[config.mk]
export PLATFORM = sky130hd
export DESIGN_NAME = sfd_decode
export DESIGN_NICKNAME = d
export VERILOG_FILES = /design/src/sv/sfd_pkg.sv /design/src/sv/sfd_decode.sv
export SDC_FILE = /design/constraint.sdc
export NUM_CORES = 1
export LEC_CHECK = 0
export ABC_AREA = 1
export BUFFER_PORTS_ARGS = -buffer_cell sky130_fd_sc_hd__buf_2
export CORE_MARGIN = 2
export CORE_UTILIZATION = 55
export CTS_BUF_LIST = sky130_fd_sc_hd__clkbuf_16
export CTS_CLUSTER_DIAMETER = 30
export DETAILED_ROUTE_END_ITERATION = 16
export PLACE_DENSITY = 0.87
export SYNTH_ARGS = -nofsm -noshare
export SYNTH_HDL_FRONTEND = slang
export SYNTH_SLANG_ARGS = --single-unit
export TNS_END_PERCENT = 10
[constraint.sdc]
create_clock -name clk -period 6.1 [get_ports clk]
set_input_delay 0.915 -clock clk [delete_from_list [all_inputs] [get_ports clk]]
set_output_delay 0.915 -clock clk [all_outputs]
set_load 0.05 [all_outputs]
[src/sv/sfd_pkg.sv]
// ----------------------------------------------------------------------------
// sfd_pkg
// Shared types and constants for the SLIP frame decoder: framing byte codes,
// the width of the length/count path, and the store write request.
// ----------------------------------------------------------------------------
`default_nettype none

package sfd_pkg;

  // SLIP framing codes
  localparam logic [7:0] SlipEnd    = 8'hC0;
  localparam logic [7:0] SlipEsc    = 8'hDB;
  localparam logic [7:0] SlipEscEnd = 8'hDC;
  localparam logic [7:0] SlipEscEsc = 8'hDD;

  // Command codes
  localparam logic CmdFeed = 1'b0;
  localparam logic CmdRead = 1'b1;

  // Frame length / byte count width (limit register is 11 bits)
  localparam int unsigned CountW = 11;
  localparam int unsigned IndexW = 10;

  // Reset value of the length limit
  localparam logic [CountW-1:0] MaxLenReset = 11'd1024;

  // One write into the frame store
  typedef struct packed {
    logic              en;
    logic [CountW-1:0] addr;
    logic [7:0]        data;
  } wr_req_t;

  // Per-item decode result
  typedef struct packed {
    logic              done;
    logic [CountW-1:0] length;
  } dec_res_t;

endpackage

`default_nettype wire

[src/sv/sfd_decode.sv]
// ----------------------------------------------------------------------------
// sfd_decode
// SLIP byte decoder: framing state, escape handling, length limit and the
// store write request for one fed byte per cycle.
// ----------------------------------------------------------------------------
`default_nettype none

module sfd_decode #(
  parameter int unsigned STORE_DEPTH = 1024
) (
  input  wire logic                         clk,
  input  wire logic                         rst,
  input  wire logic                         feed,
  input  wire logic [7:0]                   rx_byte,
  input  wire logic [sfd_pkg::CountW-1:0]   max_len,
  output sfd_pkg::dec_res_t                 res,
  output sfd_pkg::wr_req_t                  wr,
  output logic      [sfd_pkg::CountW-1:0]   count
);

  // Hard cap on the limit: the store depth, or what the count can hold
  localparam int unsigned CountMax = (1 << sfd_pkg::CountW) - 1;
  localparam int unsigned LimCap   = (STORE_DEPTH > CountMax) ? CountMax : STORE_DEPTH;
  localparam logic [sfd_pkg::CountW-1:0] LimCapW = sfd_pkg::CountW'(LimCap);

  logic                         inside_frame, inside_frame_next;
  logic                         escape_pending, escape_pending_next;
  logic                         frame_bad, frame_bad_next;
  logic                         done_pending, done_pending_next;
  logic [sfd_pkg::CountW-1:0]   stored_count, stored_count_next;
  logic [sfd_pkg::CountW-1:0]   count_base;
  logic [sfd_pkg::CountW-1:0]   limit;
  logic                         store_byte;
  logic [7:0]                   byte_val;
  logic                         done;

  // Effective limit and count after a completed frame is released
  assign limit      = (max_len > LimCapW) ? LimCapW : max_len;
  assign count_base = done_pending ? '0 : stored_count;

  // Next-state logic for one fed byte
  always_comb begin
    inside_frame_next   = inside_frame;
    escape_pending_next = escape_pending;
    frame_bad_next      = frame_bad;
    done_pending_next   = done_pending;
    stored_count_next   = stored_count;
    store_byte          = 1'b0;
    byte_val            = rx_byte;
    done                = 1'b0;
    wr                  = '0;

    if (feed) begin
      done_pending_next = 1'b0;
      stored_count_next = count_base;
      if (rx_byte == sfd_pkg::SlipEnd) begin
        if (inside_frame && (count_base != '0) && !frame_bad) begin
          // good frame closes; body stays readable until the next feed
          done_pending_next   = 1'b1;
          escape_pending_next = 1'b0;
          done                = 1'b1;
        end else begin
          // (re)open a frame
          inside_frame_next   = 1'b1;
          stored_count_next   = '0;
          escape_pending_next = 1'b0;
          frame_bad_next      = 1'b0;
        end
      end else if (inside_frame) begin
        if (escape_pending) begin
          escape_pending_next = 1'b0;
          priority if (rx_byte == sfd_pkg::SlipEscEnd) begin
            byte_val   = sfd_pkg::SlipEnd;
            store_byte = 1'b1;
          end else if (rx_byte == sfd_pkg::SlipEscEsc) begin
            byte_val   = sfd_pkg::SlipEsc;
            store_byte = 1'b1;
          end else begin
            frame_bad_next = 1'b1;
          end
        end else if (rx_byte == sfd_pkg::SlipEsc) begin
          escape_pending_next = 1'b1;
        end else begin
          store_byte = 1'b1;
        end

        // Store the body byte, or mark the frame bad when full
        if (store_byte) begin
          if (count_base >= limit) begin
            frame_bad_next = 1'b1;
          end else begin
            wr.en             = 1'b1;
            wr.addr           = count_base;
            wr.data           = byte_val;
            stored_count_next = count_base + 1'b1;
          end
        end
      end
    end
  end

  // State registers
  always_ff @(posedge clk) begin
    if (rst) begin
      inside_frame   <= 1'b0;
      escape_pending <= 1'b0;
      frame_bad      <= 1'b0;
      done_pending   <= 1'b0;
      stored_count   <= '0;
    end else begin
      inside_frame   <= inside_frame_next;
      escape_pending <= escape_pending_next;
      frame_bad      <= frame_bad_next;
      done_pending   <= done_pending_next;
      stored_count   <= stored_count_next;
    end
  end

  assign res.done   = done;
  assign res.length = stored_count_next;
  assign count      = stored_count;

endmodule

`default_nettype wire

==> run metrics, run 1 <==
final setup TNS 0 ns; insertion delay to the later sink of the worst-skew pair 0.24 ns; delay of the slowest critical-path stage ~0.31 ns; crit path kind in2out; synthesized area ~0.0019 sq mm; post-layout worst setup margin between 1.5 and 2 ns; count leader, synth nand2_1; PD cells 126 mW/mm^2; Finished Layout Cells roughly 400; R2R cell count 14; share of cells above drive strength 1 roughly 33%; HP Start count[0]; Final Setup Violations 0; WL/cell 12.1 microns; Async SR Flop Fraction 0%; initial DRC count 120; RR Endpoint count[1]; flops & latches, synth 15; largest net degree at the start of global routing 20; MaxCap Viol Count 0; Final Util slightly below 70%; cell family contributing the most delay on the critical path simple AND/OR/NAND/NOR gates; placed cell count approximately 410; via density per instance ~5.3; Bufs on Longest Clock Path 2; r2r startpoint done_pending; Final Hold Slack just over 0.5 ns; via count 2151; Final #Nets 400; Startpoint Class input pin; crit path DAT between 3 and 4 ns; drt pass-1 iters 10; fin crit share between 70% and 80%; post-CTS setup buffer count 0; CTS sink count 15; syn avg cell area between 6 and 7 sq um; status complete, no violations; crit path max fanout 19; Setup WS pre-CTS approximately 1.6 ns; number of routed nets with antenna violations 0; row cnt 21; hold depth 2; Clock Skews 0.00242 ns; Clock transition at path regs 0.05 ns; Core Box Area approximately 0.0033 sq mm; hold_buf cts 0; Post-Synthesis Cells between 300 and 400; routability cong. 0.927; worst path cell trace buf_2, nor4_1, a31o_2, nand2_1, ha_1, nand2_1, inv_1, o21ai_1, nand3_2, nor2_8, nand3_4, inv_2, o21ai_1, nor3_2, buf_2; area delta synth->final 21.5%; Die X around 62 microns; hpwl dp just under 4 mm; largest area contributor in the netlist dfxtp_1; slew margin rel. between 50% and 60%; CP Capture Type output pin; boundary pin count 65; CTS Buf Count 3; die area between 0.003 and 0.004 sq mm; All-Layer GR Usage approximately 27%; CTS tree built; dominant cells by area after synthesis dfxtp_1 16%, nand2_1 15%, ha_1 9.3%, nor2_1 7.6%, inv_1 7.2%; initial antenna violation count 0; Slew Limit Fails 0; worst reg-to-reg setup slack 3.31 ns; minimum clock period about 4.5 ns; Distinct cells, synth 35; Die H 62.4 microns; first-pass GRT wire length between 8 and 9 mm; Initial Util ~57%; worst min-delay path class reg2reg; Post-Route WL 4.96 mm; Commonest cells post-synth 77 x nand2_1, 38 x nor2_1, 36 x inv_1; worst path required time slightly above 5 ns; RSZ-0062 raised after global routing no; gr ovfl total 0; Peak VDD IR 143 uV; number of flops mapped to enable cells by yosys 0; CTS resizes 0; vias in the first global route about 2k; endpoints failing hold 0; Most used DFF post-synth dfxtp_1; H-tree levels 1; syn nets around 340; top cell type's share of synthesized area between 10% and 20%; Slowest-stage cell, CP nor4_1; sequential element share of the synthesized area between 15 and 20%; Antenna Cells 0; Synth Warn # 0; I/O Buffers 64; drc violations 0; Max Fclk about 220 MHz; hold endpoint count[0]; Worst Max-Slew Pin Slew around 0.67 ns; root buf cell clkbuf_16; crit path buf inv count 4; leak pwr roughly 0.0013 uW
==> cell usage in the layout (no fill, tap or decap), types with 2 or more instances in the layout <==
cell,Yosys,final
nand2_2,6,6
inv_2,12,12
a21oi_2,5,5
nand3_1,15,15
nor4_1,2,2
nand4_1,11,11
o21ai_0,4,4
inv_1,36,37
nor2_4,6,6
nor2_1,38,38
buf_2,1,64
clkbuf_16,0,3
dfxtp_1,15,15
o21ai_1,7,7
nand2_4,2,2
and2_1,2,2
nor2_8,2,2
a21oi_1,12,12
nor3_1,6,6
nor3_2,2,2
nor2_2,3,3
ha_1,14,14
or2_2,2,2
nand3_2,8,8
nand2_1,77,77
==> worst reg2reg max path, cell delays in order, from the launching register on <==
cell and delay (ns):
dfxtp_1 0.74, inv_8 0.11, nand2_1 0.17, inv_1 0.09, ha_1 0.29, nand2_1 0.08
nor2_1 0.06, and2_1 0.15, nand2_1 0.06, nand2_2 0.08, nor2_8 0.25, nand3_4 0.25
o21ai_1 0.14, o21ai_1 0.11, a21oi_1 0.12
==> per-stage QoR <==
step / total power (uW) / cell area [sq um]
after floorplan: 142 / 1880
final: 287 / 2280
after global routing: 302 / 2280
after global placement: 159 / 2200
after CTS: 287 / 2280
after detailed placement: 160 / 2200
==> report_power, final <==
part / internal [uW] / switching (uW) / leakage, uW
registers: 99.0 / 1.02 / 0.000121
logic: 18.4 / 40.2 / 0.00109
clock network: 86.9 / 41.3 / 0.0000423
total: 204 / 82.5 / 0.00125
==> routing by layer <==
layer,vias up,share of wire (%),track usage [%]
met1,948,42,34.1
met3,14,6.9,4.50
met4,0,1.9,8.61
met2,96,49,48.4
li1,1093,-,-
met5,-,0,0
==> state kept, by name (all words and copies together) (netlist names) <==
signal          flops
inside_frame        1
done_pending        1
escape_pending      1
frame_bad           1
count              11
==> kinds of logic after synthesis <==
logic type / count (synthesis) / share of synthesized area, %
and+or+nand+nor: 185 / 51.5
buffers and inverters: 56 / 13.1
AOI/OAI and AO/OA: 32 / 10.1
DFF: 15 / 16.0
adders and majority gates: 14 / 9.33
==> how the worst max path moves through the flow <==
stage                     startpoint    end  cells after the start
final                     max_len[2]  wr[2]                     15
after global routing      max_len[2]  wr[4]                     16
after CTS                 max_len[2]  wr[2]                     15
after detailed placement  max_len[2]  wr[2]                     15
after global placement    max_len[2]  wr[2]                     16
after floorplan           max_len[2]  wr[3]                     14
==> final cells by class <==
| type | count | area [sq um] |
|---|---|---|
| well taps | 46 | 57.6 |
| repair buffers | 64 | 320 |
| multi-input cells | 231 | 1330 |
| inverters | 49 | 191 |
| flip-flops and latches | 15 | 300 |
| fillers | 306 | 1030 |
| clock buffers | 3 | 75.1 |
| clock inverters | 1 | 3.75 |
Note: power is estimated with default switching activity, not from simulation.
==> inputs of run 2 (changes only) <==
--- a/config.mk
+++ b/config.mk
@@ -8,11 +8,11 @@
 export ABC_AREA = 1
 export BUFFER_PORTS_ARGS = -buffer_cell sky130_fd_sc_hd__buf_2
 export CORE_MARGIN = 2
-export CORE_UTILIZATION = 55
+export CORE_UTILIZATION = 51
 export CTS_BUF_LIST = sky130_fd_sc_hd__clkbuf_16
 export CTS_CLUSTER_DIAMETER = 30
 export DETAILED_ROUTE_END_ITERATION = 16
-export PLACE_DENSITY = 0.87
+export PLACE_DENSITY = 0.81
 export SYNTH_ARGS = -nofsm -noshare
 export SYNTH_HDL_FRONTEND = slang
 export SYNTH_SLANG_ARGS = --single-unit
==> constraint.sdc (replaced) <==
create_clock -name clk -period 4.5 [get_ports clk]
set_input_delay 0.675 -clock clk [delete_from_list [all_inputs] [get_ports clk]]
set_output_delay 0.675 -clock clk [all_outputs]
set_load 0.05 [all_outputs]
==> run 2 against run 1 <==
Against the previous run: sequential power rose by 35%; total power rose by 39%; setup slack got worse by 1.1 ns; sequential share of layout area fell by 0.065 points.
==> run metrics, run 2 (same netlist as run 1, synthesis figures left out) <==
leak pwr 0.00126 uW (was 0.00125 uW); root buf cell clkbuf_16 (unchanged); most used cell, CP nand2_1; most frequent cells in the layout 77 x nand2_1, 64 x buf_2, 38 x nor2_1, 36 x inv_1 (was 77 x nand2_1, 64 x buf_2, 38 x nor2_1, 37 x inv_1); boundary pin count 65 (unchanged); gr ovfl total 0 (unchanged); number of flip-flops in the largest register 11 (unchanged); number of routed nets with antenna violations 0 (unchanged); row cnt 22 (was 21); crit path buf inv count 3 (was 4); fin crit share between 80% and 90%; vias in the first global route 1943 (was 1995); hpwl dp 4.06 mm (was 3.94 mm); initial antenna violation count 0 (unchanged); initial DRC count 88 (was 120); Bufs on Longest Clock Path 2 (unchanged); r2r startpoint done_pending (unchanged); insertion delay to the later sink of the worst-skew pair 0.26 ns (was 0.24 ns); CTS Buf Count 3 (unchanged); H-tree levels 1 (unchanged); Final Setup Violations 0 (unchanged); I/O Buffers 64 (unchanged); Peak VDD IR 109 uV (was 143 uV); worst reg-to-reg setup slack 1.78 ns (was 3.31 ns); CP startpoint max_len[6] (was max_len[2]); crit path max fanout 19 (unchanged); CTS tree built (unchanged); Slew Limit Fails 0 (unchanged); crit path DAT 3.30 ns (was 3.57 ns); worst min-delay path class reg2reg (unchanged); hold_buf cts 0 (unchanged); PD cells 174 mW/mm^2 (was 126 mW/mm^2); most common cell after layout, fill and taps aside nand2_1 (unchanged); final setup TNS 0 ns (unchanged); drt pass-1 iters 4 (was 10); Post-Route WL 5.04 mm (was 4.96 mm); CTS sink count 15 (unchanged); Antenna Cells 0 (unchanged); status complete, no violations (unchanged); Initial Util 52.1% (was 56.7%); Slowest-stage cell, CP a31o_2 (was nor4_1); Max Fclk 252 MHz; largest net degree at the start of global routing 20 (unchanged); Final #Nets 401 (was 400); RSZ-0062 raised after global routing no (unchanged); HP Start count[0] (unchanged); Clock Skews 0.00628 ns (was 0.00242 ns); Startpoint Class input pin (unchanged); Die X 64.7 microns (was 62.4 microns); delay of the slowest critical-path stage 0.30 ns (was 0.31 ns); MaxCap Viol Count 0 (unchanged); All-Layer GR Usage 25.5% (was 27.5%); Clock transition at path regs 0.05 ns (about the same); via count 2108 (was 2151); CTS resizes 0 (unchanged); cell family contributing the most delay on the critical path simple AND/OR/NAND/NOR gates (unchanged); worst path required time 3.83 ns (was 5.18 ns); minimum clock period 3.97 ns; CP Capture Type output pin (unchanged); drc violations 0 (unchanged); via density per instance 5.12 (was 5.26); Die H 64.7 microns (was 62.4 microns); routability cong. 0.881 (was 0.927); crit path kind in2out (unchanged); worst path cell trace buf_2, nor4_1, a31o_2, nand2_1, ha_1, nand2_1, nor2_1, and2_1, nand2_1, nand2_2, nor2_8, nand3_4, inv_2, o21ai_1, nor3_2, buf_2 (was buf_2, nor4_1, a31o_2, nand2_1, ha_1, nand2_1, inv_1, o21ai_1, nand3_2, nor2_8, nand3_4, inv_2, o21ai_1, nor3_2, buf_2); Worst Max-Slew Pin Slew 0.542 ns (was 0.666 ns); post-CTS setup buffer count 0 (unchanged); endpoints failing hold 0 (unchanged); area delta synth->final 22.1% (was 21.5%); Final Hold Slack 0.519 ns (was 0.512 ns); slew margin rel. 63.8% (was 55.5%); Core Box Area 0.00361 sq mm (was 0.00331 sq mm); die area 0.00418 sq mm (was 0.00390 sq mm); WL/cell 12.2 microns (was 12.1 microns); share of cells above drive strength 1 33.5% (was 33.1%); first-pass GRT wire length 8.47 mm (was 8.94 mm)
## run 2: cell types whose count changed in the layout (fill, tap and decap cells not counted)
cell      previous run  this run
clkinv_2             0         1
buf_4                0         1
inv_1               37        36
## run 2: metal layers
metal  vias up  wire (microns)  track usage, %
met4         0             106            7.45
li1       1095               -               -
met5         -               0               0
met3        12             290            3.82
met2        74            2470            47.9
met1       927            2170            29.7
## run 2: report_power, final
group	leakage [uW]	switching (uW)	internal, uW
sequential	0.000121	1.36	134
combinational	0.00110	54.2	24.9
clock	0.0000409	65.6	119
total	0.00126	121	278
## run 2: worst register-to-register path, delay by kind of cell, from the launching register on
kind / cells / cell delay, ns
AOI/OAI and AO/OA: 3 / 0.39
adders and majority gates: 1 / 0.30
buffers and inverters: 2 / 0.21
DFF: 1 / 0.66
and+or+nand+nor: 8 / 1.11
## run 2: worst paths after layout
path,to,cells past startpoint
min reg2reg,count[0],2
min,count[0],2
max reg2reg,count[1],14
max,wr[2],16
## run 2: cell type report
type                            count  area [sq um]
Fill cell                         338          1310
Sequential cell                    15           300
Timing Repair Buffer               65           328
Clock inverter                      1          5.00
Clock buffer                        3          75.1
Tap cell                           48          60.1
Multi-Input combinational cell    231          1330
Inverter                           49           191
## run 2: stage by stage
step / util (%) / std cells / worst slack, ns / instance area (sq um) / power (uW)
2_1_floorplan: - / 302 / 0.422 / 1880 / 193
3_3_place_gp: 61.3 / 408 / 0.595 / 2210 / 216
3_5_place_dp: 61.3 / 408 / 0.555 / 2210 / 217
4_1_cts: 63.6 / 412 / 0.552 / 2290 / 399
5_1_grt: 63.6 / 412 / 0.211 / 2290 / 415
6_report: 63.6 / 412 / 0.526 / 2290 / 399
